`src/design/vcdq_pkg.sv`:
```
package vcdq_pkg;

  localparam int TAG_W   = 16;
  localparam int ENTRY_W = TAG_W + 1;

  localparam logic [1:0] REQ_ENQUEUE    = 2'd0;
  localparam logic [1:0] REQ_DEQUEUE    = 2'd1;
  localparam logic [1:0] REQ_CONNECT    = 2'd2;
  localparam logic [1:0] REQ_DISCONNECT = 2'd3;

  localparam logic [2:0] ST_ACCEPTED   = 3'd0;
  localparam logic [2:0] ST_NOT_CONN   = 3'd1;
  localparam logic [2:0] ST_AWAIT_KEY  = 3'd2;
  localparam logic [2:0] ST_CONGESTED  = 3'd3;
  localparam logic [2:0] ST_FULL       = 3'd4;
  localparam logic [2:0] ST_NOT_ENQ    = 3'd5;

  localparam logic [3:0] MAX_VIDEO_RESET = 4'd3;

endpackage

```
`src/design/vcdq_ram.sv`:
```
module vcdq_ram #(
  parameter int DEPTH = 16,
  parameter int AW    = 4,
  parameter int DW    = 17
) (
  input  logic          clk,
  input  logic          we,
  input  logic [AW-1:0] waddr,
  input  logic [DW-1:0] wdata,
  input  logic          re,
  input  logic [AW-1:0] raddr,
  output logic [DW-1:0] rdata
);

  logic [DW-1:0] mem [DEPTH];

  always_ff @(posedge clk) begin
    if (we) begin
      mem[waddr] <= wdata;
    end
    if (re) begin
      rdata <= mem[raddr];
    end
  end

endmodule

```
`src/design/video_congestion_drop_queue_unit.sv`:
```
// Channel  | Handshake             | Payload
// input    | in_valid / in_ready   | req_type, is_video, is_keyframe, packet_tag
// result   | res_valid / res_ready | enqueue_status .. congestion_events
// config   | cfg_wr_en             | cfg_wr_data (max_video_queued)
//
// One word at a time: each word is accepted, then loaded into the result register.
// A congestion flush first compacts the queue: the compaction walks the live entries
// through the one read port of the entry memory, one entry per cycle.
// Reset (rst, synchronous) empties the queue, drops the link and sets the limit to 3.
// A stalled result holds the next word in in_ready low; config writes are always taken.
module video_congestion_drop_queue_unit #(
  parameter int QUEUE_DEPTH = 16
) (
  input  logic        clk,
  input  logic        rst,
  input  logic        in_valid,
  output logic        in_ready,
  input  logic [1:0]  req_type,
  input  logic        is_video,
  input  logic        is_keyframe,
  input  logic [15:0] packet_tag,
  output logic        res_valid,
  input  logic        res_ready,
  output logic [2:0]  enqueue_status,
  output logic        keyframe_request,
  output logic [4:0]  flushed_count,
  output logic        out_valid,
  output logic [15:0] out_tag,
  output logic        out_is_video,
  output logic [31:0] congestion_events,
  input  logic        cfg_wr_en,
  input  logic [3:0]  cfg_wr_data
);

  localparam int PW = $clog2(QUEUE_DEPTH);
  localparam int CW = $clog2(QUEUE_DEPTH + 1);
  localparam int XW = CW + 4;
  localparam int EW = vcdq_pkg::ENTRY_W;

  typedef enum logic [2:0] {
    S_IDLE  = 3'b001,
    S_FLUSH = 3'b010,
    S_EMIT  = 3'b100
  } state_t;

  state_t        state;
  logic [PW-1:0] head;
  logic [CW-1:0] count;
  logic [CW-1:0] video_count;
  logic          await_keyframe;
  logic          link_up;
  logic [31:0]   congestion_total;
  logic [3:0]    max_video_queued;

  logic [2:0]    pend_status;
  logic          pend_kreq;
  logic [4:0]    pend_flushed;
  logic          pend_deq;

  logic [CW-1:0] rcnt;
  logic [CW-1:0] wcnt;
  logic [CW-1:0] gone;
  logic [PW-1:0] rp;
  logic [PW-1:0] wp;
  logic          rd_pend;
  logic          fl_key;
  logic [15:0]   fl_tag;

  logic          ram_we;
  logic [PW-1:0] ram_waddr;
  logic [EW-1:0] ram_wdata;
  logic          ram_re;
  logic [PW-1:0] ram_raddr;
  logic [EW-1:0] rd_data;

  logic          in_fire;
  logic          full;
  logic          blocked;
  logic          congest;
  logic [PW-1:0] tail;
  logic [CW:0]   tail_sum;
  logic [CW+4:0] gone_x;
  logic          flush_done;

  function automatic logic [PW-1:0] ptr_inc(input logic [PW-1:0] p);
    return (p == PW'(QUEUE_DEPTH - 1)) ? '0 : p + 1'b1;
  endfunction

  assign in_ready   = (state == S_IDLE);
  assign in_fire    = in_valid && in_ready;
  assign full       = (count == CW'(QUEUE_DEPTH));
  assign blocked    = await_keyframe && !is_keyframe;
  assign congest    = XW'(video_count) >= XW'(max_video_queued);
  assign tail_sum   = (CW+1)'(head) + (CW+1)'(count);
  assign tail       = (tail_sum >= (CW+1)'(QUEUE_DEPTH)) ?
                      PW'(tail_sum - (CW+1)'(QUEUE_DEPTH)) : PW'(tail_sum);
  assign gone_x     = (CW+5)'(gone);
  assign flush_done = (rcnt == count) && !rd_pend;

  always_comb begin
    ram_we    = 1'b0;
    ram_waddr = tail;
    ram_wdata = {packet_tag, is_video};
    ram_re    = 1'b0;
    ram_raddr = head;
    unique case (state)
      S_IDLE: begin
        if (in_fire && req_type == vcdq_pkg::REQ_ENQUEUE && link_up && !full) begin
          if (!is_video || (!blocked && !congest)) begin
            ram_we = 1'b1;
          end
        end
        if (in_fire && req_type == vcdq_pkg::REQ_DEQUEUE && count != '0) begin
          ram_re = 1'b1;
        end
      end
      S_FLUSH: begin
        if (rcnt != count) begin
          ram_re    = 1'b1;
          ram_raddr = rp;
        end
        ram_waddr = wp;
        if (rd_pend && !rd_data[0]) begin
          ram_we    = 1'b1;
          ram_wdata = rd_data;
        end else if (flush_done && fl_key && wcnt != CW'(QUEUE_DEPTH)) begin
          ram_we    = 1'b1;
          ram_wdata = {fl_tag, 1'b1};
        end
      end
      S_EMIT: begin
      end
      default: begin
      end
    endcase
  end

  vcdq_ram #(
    .DEPTH (QUEUE_DEPTH),
    .AW    (PW),
    .DW    (EW)
  ) u_ram (
    .clk   (clk),
    .we    (ram_we),
    .waddr (ram_waddr),
    .wdata (ram_wdata),
    .re    (ram_re),
    .raddr (ram_raddr),
    .rdata (rd_data)
  );

  always_ff @(posedge clk) begin
    if (rst) begin
      state            <= S_IDLE;
      head             <= '0;
      count            <= '0;
      video_count      <= '0;
      await_keyframe   <= 1'b0;
      link_up          <= 1'b0;
      congestion_total <= '0;
      max_video_queued <= vcdq_pkg::MAX_VIDEO_RESET;
      res_valid        <= 1'b0;
      rd_pend          <= 1'b0;
    end else begin
      if (cfg_wr_en) begin
        max_video_queued <= cfg_wr_data;
      end
      if (res_valid && res_ready) begin
        res_valid <= 1'b0;
      end
      unique case (state)
        S_IDLE: begin
          if (in_fire) begin
            pend_status  <= vcdq_pkg::ST_NOT_ENQ;
            pend_kreq    <= 1'b0;
            pend_flushed <= '0;
            pend_deq     <= 1'b0;
            state        <= S_EMIT;
            unique case (req_type)
              vcdq_pkg::REQ_ENQUEUE: begin
                if (!link_up) begin
                  pend_status <= vcdq_pkg::ST_NOT_CONN;
                end else if (is_video) begin
                  if (blocked) begin
                    pend_status <= vcdq_pkg::ST_AWAIT_KEY;
                  end else if (congest) begin
                    congestion_total <= congestion_total + 32'd1;
                    rcnt    <= '0;
                    wcnt    <= '0;
                    gone    <= '0;
                    rp      <= head;
                    wp      <= head;
                    rd_pend <= 1'b0;
                    fl_key  <= is_keyframe;
                    fl_tag  <= packet_tag;
                    state   <= S_FLUSH;
                    if (!is_keyframe) begin
                      await_keyframe <= 1'b1;
                      pend_kreq      <= 1'b1;
                      pend_status    <= vcdq_pkg::ST_CONGESTED;
                    end
                  end else if (full) begin
                    pend_status <= vcdq_pkg::ST_FULL;
                  end else begin
                    count          <= count + 1'b1;
                    video_count    <= video_count + 1'b1;
                    await_keyframe <= 1'b0;
                    pend_status    <= vcdq_pkg::ST_ACCEPTED;
                  end
                end else if (full) begin
                  pend_status <= vcdq_pkg::ST_FULL;
                end else begin
                  count       <= count + 1'b1;
                  pend_status <= vcdq_pkg::ST_ACCEPTED;
                end
              end
              vcdq_pkg::REQ_DEQUEUE: begin
                if (count != '0) begin
                  pend_deq <= 1'b1;
                  head     <= ptr_inc(head);
                  count    <= count - 1'b1;
                end
              end
              vcdq_pkg::REQ_CONNECT: begin
                count          <= '0;
                video_count    <= '0;
                await_keyframe <= 1'b0;
                link_up        <= 1'b1;
              end
              vcdq_pkg::REQ_DISCONNECT: begin
                count          <= '0;
                video_count    <= '0;
                await_keyframe <= 1'b0;
                link_up        <= 1'b0;
              end
              default: begin
              end
            endcase
          end
        end
        S_FLUSH: begin
          if (rcnt != count) begin
            rp   <= ptr_inc(rp);
            rcnt <= rcnt + 1'b1;
          end
          rd_pend <= (rcnt != count);
          if (rd_pend) begin
            if (rd_data[0]) begin
              gone <= gone + 1'b1;
            end else begin
              wp   <= ptr_inc(wp);
              wcnt <= wcnt + 1'b1;
            end
          end
          if (flush_done) begin
            count        <= wcnt;
            video_count  <= '0;
            pend_flushed <= gone_x[4:0];
            state        <= S_EMIT;
            if (fl_key) begin
              if (wcnt == CW'(QUEUE_DEPTH)) begin
                pend_status <= vcdq_pkg::ST_FULL;
              end else begin
                count          <= wcnt + 1'b1;
                video_count    <= CW'(1);
                await_keyframe <= 1'b0;
                pend_status    <= vcdq_pkg::ST_ACCEPTED;
              end
            end
          end
        end
        S_EMIT: begin
          if (!res_valid || res_ready) begin
            res_valid         <= 1'b1;
            enqueue_status    <= pend_status;
            keyframe_request  <= pend_kreq;
            flushed_count     <= pend_flushed;
            out_valid         <= pend_deq;
            out_tag           <= pend_deq ? rd_data[EW-1:1] : '0;
            out_is_video      <= pend_deq && rd_data[0];
            congestion_events <= congestion_total;
            state             <= S_IDLE;
            if (pend_deq && rd_data[0] && video_count != '0) begin
              video_count <= video_count - 1'b1;
            end
          end
        end
        default: begin
          state <= S_IDLE;
        end
      endcase
    end
  end

endmodule

```
`config.mk`:
```
export PLATFORM = sky130hd
export DESIGN_NAME = video_congestion_drop_queue_unit
export DESIGN_NICKNAME = d
export VERILOG_FILES = /design/src/design/vcdq_pkg.sv /design/src/design/vcdq_ram.sv /design/src/design/video_congestion_drop_queue_unit.sv
export SDC_FILE = /design/constraint.sdc
export NUM_CORES = 1
export LEC_CHECK = 0
export BUFFER_PORTS_ARGS = -buffer_cell sky130_fd_sc_hd__buf_2
export CORE_ASPECT_RATIO = 0.75
export CORE_MARGIN = 1.5
export CORE_UTILIZATION = 32
export DETAILED_ROUTE_END_ITERATION = 10
export PLACE_DENSITY = 0.52
export SYNTH_ARGS = -nofsm -noshare
export SYNTH_HDL_FRONTEND = slang
export SYNTH_SLANG_ARGS = --single-unit
```
`constraint.sdc`:
```
create_clock -name clk -period 11.1 [get_ports clk]
set_clock_uncertainty 0.2 [all_clocks]
set_input_delay 2.22 -clock clk [delete_from_list [all_inputs] [get_ports clk]]
set_output_delay 2.22 -clock clk [all_outputs]
set_load 0.01 [all_outputs]
```
## After elaboration in Yosys (flattened, before gate mapping)

Memory sizes are Yosys's and may differ from the RTL's. A register that Yosys moved wholly into a read port is not among the register bits.
Cells that the tools add are included.

| storage, ports and cells | value |
|---|---|
| bits in registers | 166 |
| output and inout port bits | 61 |
| word-level logic and storage cells | 258 |
| bits of input ports | 29 |
| memories | 1 |
| RAM bits | 272 |

| operators by class | value |
|---|---|
| add/subtract/negate cells | 13 |
| reduce and logical (&&, ||, !) cells | 49 |
| magnitude comparators | 2 |
| multiplexer cells | 119 |
| bitwise operators | 6 |
| equality and inequality tests | 40 |

Memory list:

| memory | words | bits a word | rd ports | clocked after memory_dff | wr ports | RTL line | RTL |
|---|---|---|---|---|---|---|---|
| u_ram.mem | 16 | 17 | 1 | 1 | 1 | vcdq_ram.sv:15 | `logic [DW-1:0] mem [DEPTH];` |

Operator list:

| operator | number |
|---|---|
| $mux 5 | 32 |
| $mux 4 | 16 |
| $pmux 5 s2 | 6 |
| $mux 3 | 19 |
| $mux 17 | 3 |
| $add 32x1->32 const B | 1 |
| $mux 1 | 31 |
| $pmux 5 s3 | 2 |
| $add 5x1->5 const B | 5 |
| $reduce_and 11->1 | 2 |
| $reduce_and 7->1 | 3 |
| $reduce_and 10->1 | 2 |
| $ne 2x2->1 const B | 9 |
| $ne 4x4->1 const B | 4 |
| $pmux 4 s2 | 2 |
| $logic_and 1x1->1 | 15 |
| $ne 3x3->1 const B | 5 |
| $add 4x1->4 const B | 3 |
| $eq 4x4->1 const B | 3 |
| $ne 2x1->1 const B | 6 |
| $pmux 1 s2 | 6 |
| $reduce_and 3->1 | 4 |
| $eq 5x5->1 const B | 2 |
| $reduce_bool 5->1 | 2 |
| other kinds (28) | 46 |

## Logic depth before layout (Yosys ltp)

| logic depth | value |
|---|---|
| depth after elaboration | 10 |
| mapped depth | 11 |
| gate-level depth less buffers | 9 |

## Hierarchy

Synthesis repeated with hierarchy kept, for this count alone.

| second synthesis, totals | value |
|---|---|
| cells, all modules | 1,190 |
| area, all modules | 18,665.4 um2 |

By module, submodules not included:

| module | seq. area each (um2) | area an instance (um2) | cells each | times used |
|---|---|---|---|---|
| vcdq_ram | 8,678.3 | 10,807.9 | 458 | 1 |
| video_congestion_drop_queue_unit | 4,414.2 | 7,857.5 | 732 | 1 |

## Worst setup path after synthesis

No wires, ideal clock.

| timing | value |
|---|---|
| path kind | input to register |
| from | input port rst |
| to | register congestion_events[0], enable pin |
| buffers on the path | 2 |
| data required time | 10,352 ps |
| arrival | 6,636 ps |
| slack | 3,715 ps |
| stages | 3 |
| setup time | 548 ps |
| cells stage by stage | clkbuf_1 -> clkbuf_1 -> nor3_1 |

| on the way | value |
|---|---|
| longest elaborated chain between the ends | 2 |

Ends and longest elaborated chain:

| item | RTL line | RTL |
|---|---|---|
| start: declaration | video_congestion_drop_queue_unit.sv:15 | `input logic rst,` |
| $not 1->1 (no source line) | -- |  |
| $reduce_and 3->1 (no source line) | -- |  |
| end signal: assignment | video_congestion_drop_queue_unit.sv:281 | `congestion_events <= congestion_total;` |
| end: declaration | video_congestion_drop_queue_unit.sv:30 | `output logic [31:0] congestion_events,` |

Every way passes these cells.
A chain may end at the register's enable or synchronous reset.

## Final worst setup path

| timing | value |
|---|---|
| from | register count[1] |
| to | register u_ram.rdata[14] (read register of u_ram.mem), data pin |

| on the way | value |
|---|---|
| longest elaborated chain between the ends | 4 |
| elaborated cells between the ends (all ways) | 8 |
| classes of those cells | eq/ne (1); mux (5); reduce/logical (2) |

Ends and longest elaborated chain:

| item | RTL line | RTL |
|---|---|---|
| start: declaration | video_congestion_drop_queue_unit.sv:48 | `logic [CW-1:0] count;` |
| start signal: assignment | video_congestion_drop_queue_unit.sv:205 | `count <= count + 1'b1;` |
| start signal: assignment | video_congestion_drop_queue_unit.sv:213 | `count <= count + 1'b1;` |
| start signal: assignment | video_congestion_drop_queue_unit.sv:221 | `count <= count - 1'b1;` |
| $reduce_bool 5->1 | video_congestion_drop_queue_unit.sv:113 | `if (in_fire && req_type == vcdq_pkg::REQ_DEQUEUE && count != '0) begin` |
| $logic_and 1x1->1 | video_congestion_drop_queue_unit.sv:113 |  |
| $mux 1 | video_congestion_drop_queue_unit.sv:113 |  |
| $pmux 1 s2 | video_congestion_drop_queue_unit.sv:106 | `unique case (state)` |
| end: declaration | vcdq_ram.sv:12 | `output logic [DW-1:0] rdata` |

Several ways; a longest one is shown, not always the timed one.

==> metrics <==
CTS H-tree lvls 2; postcts setup bufs 0; Max-Slew Margin vs Limit between 20% and 30%; CP startpoint count[1]; GPL Wtd Cong 0.8375; Most common cell on crit path buf_4; number of global-route vias before repair ~12000; Final Max Slew Viols 0; Root Driver clkbuf_16; min-delay src pend_flushed[3]; drt first pass iters 5; Num CTS Buffers 50; Post-DP HPWL 32030 um; fillers 5680; Die Y around 220 um; worst path arrival time 4870 ps; Max stage delay on crit path just under 900 ps; fin crit period ~4800 ps; Die Wd 288.3 um; max cap viols 0; Switching Power around 800 uW; DIE AREA ~63000 um2; worst slack, placed ~6000 ps; Reg power frac about half; async set or reset register ratio after synthesis 0%; Final period util 42.98%; Seq cells post-synth ~460; Crit path buffers/inverters 2; worst-path maximum fanout 57; Syn Inst Count 1413; leakage ~8 nW; Mapped Area approximately 20000 um2; slack of the critical path between 6000 and 7000 ps; top cells by count, synth edfxtp_1 (398), nor2_1 (115), mux2i_1 (91), a21oi_1 (67), dfxtp_1 (57); Internal between 2 and 3 mW; Seq/Total Area, Yosys 67.00%; Gate power share under 10%; IO Port Bufs approximately 90; Synth warnings 0; switch share 21.68%; global-route wire length before repair 75260 um; largest net degree at the start of global routing 62; worst-margin pin slew approximately 1200 ps; Synth top area share 61.16%; Pwr Density 161.4 nW/um2; Main synth FF type edfxtp_1; Routed Antenna Nets 0; gr usage total between 10% and 20%; critical path launch point type register; Overflow after GRT 0; # setup viols final 0; Layout Utilization between 30% and 40%; CTS sink count about 460; Yosys top cell by area edfxtp_1; share of layout cells above drive strength 1 between 10% and 20%; Core Area 60410 um2; Fin Setup TNS 0 ps; Fmax 209.6 MHz; crit-path cells xor2_1, nor2_1, a21oi_4, mux2i_4, buf_4, buf_4, mux2i_1, o22ai_1, or4_1; count leader, synth edfxtp_1; syn_area_per_cell between 10 and 15 um2; syn_nets 1465; final net count about 1600; Hold Crit Class register to register; number of flops mapped to enable cells by yosys 398; CP required around 11000 ps; CTS tree built; Area Overhead vs Synth 16.17%; site row count just under 80; initial DRC count roughly 1100; Crit path max-delay family buffers and inverters; num ports 90; number of antenna violations at the first check in global routing 1; Synth area leaders edfxtp_1 (61%), dfxtp_1 (5.8%), mux2i_1 (4.7%); DRC Markers 0; Crit-path slowest cell buf_4; FF-to-FF Start count[1]; routed length per instance roughly 21 um; Clock Tree Buf Depth 3; Final Hold Fails 0; cts hold-fix bufs 0; RSZ-0062 raised after global routing no; Total Routed Length roughly 50000 um; Vias per Instance approximately 5.2; total vias in the final route about 12000; Initial Util approximately 32%; worst skew pair latency slightly below 600 ps; power share of the clock group 44.1%; Setup Crit Path Kind register to register; status completed; Distinct cells, synth between 70 and 80; CP endpoint kind register; CTS clock-pin slew for the worst setup and hold paths roughly 50 ps; cts repair resizes 0; Worst IR Drop VDD between 0.1 and 0.15 mV
-- layout make-up --
| class | instances | area [um2] | area share, % |
|---|---|---|---|
| diodes | 1 | 2.502 | 0.01102 |
| clock buffers | 65 | 1338 | 5.892 |
| clock inverters | 26 | 251.5 | 1.108 |
| inverters | 18 | 67.56 | 0.2976 |
| multi-input cells | 863 | 6172 | 27.19 |
| flip-flops and latches | 455 | 13090 | 57.68 |
| well taps | 800 | 1001 | 4.409 |
| repair buffers | 133 | 775.7 | 3.417 |
-- state kept, by name (all words and copies together), names as in the netlist, 16 cells and up --
signal             count
out_tag               16
fl_tag                16
u_ram.mem            272
congestion_total      32
congestion_events     32
u_ram.rdata           17
-- per-stage QoR --
| stage | total power [mW] | area, um2 | instances | hold slack [ps] |
|---|---|---|---|---|
| 6_report | 3.665 | 22700 | 2361 | 213.3 |
| 3_5_place_dp | 2.083 | 21110 | 2269 | 207.5 |
| 5_1_grt | 3.787 | 22700 | 2360 | 230.1 |
| 4_1_cts | 3.704 | 22700 | 2360 | 213.4 |
| 2_1_floorplan | 2.023 | 19540 | 1413 | 200.3 |
| 3_3_place_gp | 2.080 | 21110 | 2269 | 204.8 |
-- placed cells by master, fill, tap and decap left out, drive strengths merged, types with 30 or more instances in the layout --
master and count:
nand2 48, and2 30, edfxtp 398, o21ai 40
buf 133, nor2 115, a21oi 69, a22oi 48
xor2 37, mux2i 91, clkbuf 65, dfxtp 57
mux2 52, nand3 52
-- worst register-to-register path, stage by stage (launching register included) --
cell	delay [ps]
dfxtp_1	520
xor2_1	370
nor2_1	210
a21oi_4	360
mux2i_4	280
buf_4	610
buf_4	910
mux2i_1	320
o22ai_1	120
or4_1	590
-- cells by family (layout without fill, tap and decap cells) --
| family | after synthesis | after routing | synth area share [%] |
|---|---|---|---|
| mux | 143 | 143 | 7.658 |
| other cells | 0 | 1 | 0 |
| compound gates | 304 | 304 | 10.64 |
| xor+xnor | 54 | 54 | 2.420 |
| buf+inv | 95 | 242 | 2.049 |
| fa+ha+maj | 23 | 23 | 1.549 |
| simple gates | 339 | 339 | 8.689 |
| flops | 455 | 455 | 67.00 |
-- per-layer routing --
layer | track usage (%) | vias up | routed length [um]
met5 | 0 | - | 0
met4 | 4.572 | 0 | 1001
met3 | 3.218 | 66 | 3254
met2 | 22.11 | 367 | 20330
met1 | 24.43 | 6210 | 24940
li1 | - | 5677 | -
-- power groups by stage --
stage	Sequential [mW]	Combinational (mW)	Clock [mW]
after detailed placement	1.92	0.166	0
after CTS	1.88	0.167	1.66
after global placement	1.92	0.164	0
final	1.88	0.167	1.62
after global routing	1.88	0.185	1.72
after floorplan	1.91	0.111	0
-- final timing paths --
path | slack, ps | end | cells after the start
max | 6330 | u_ram.rdata[14] | 9
min | 210 | flushed_count[3] | 0
max reg2reg | 6330 | u_ram.rdata[14] | 9
min reg2reg | 210 | flushed_count[3] | 0
Note: power is estimated with default switching activity, not from simulation.
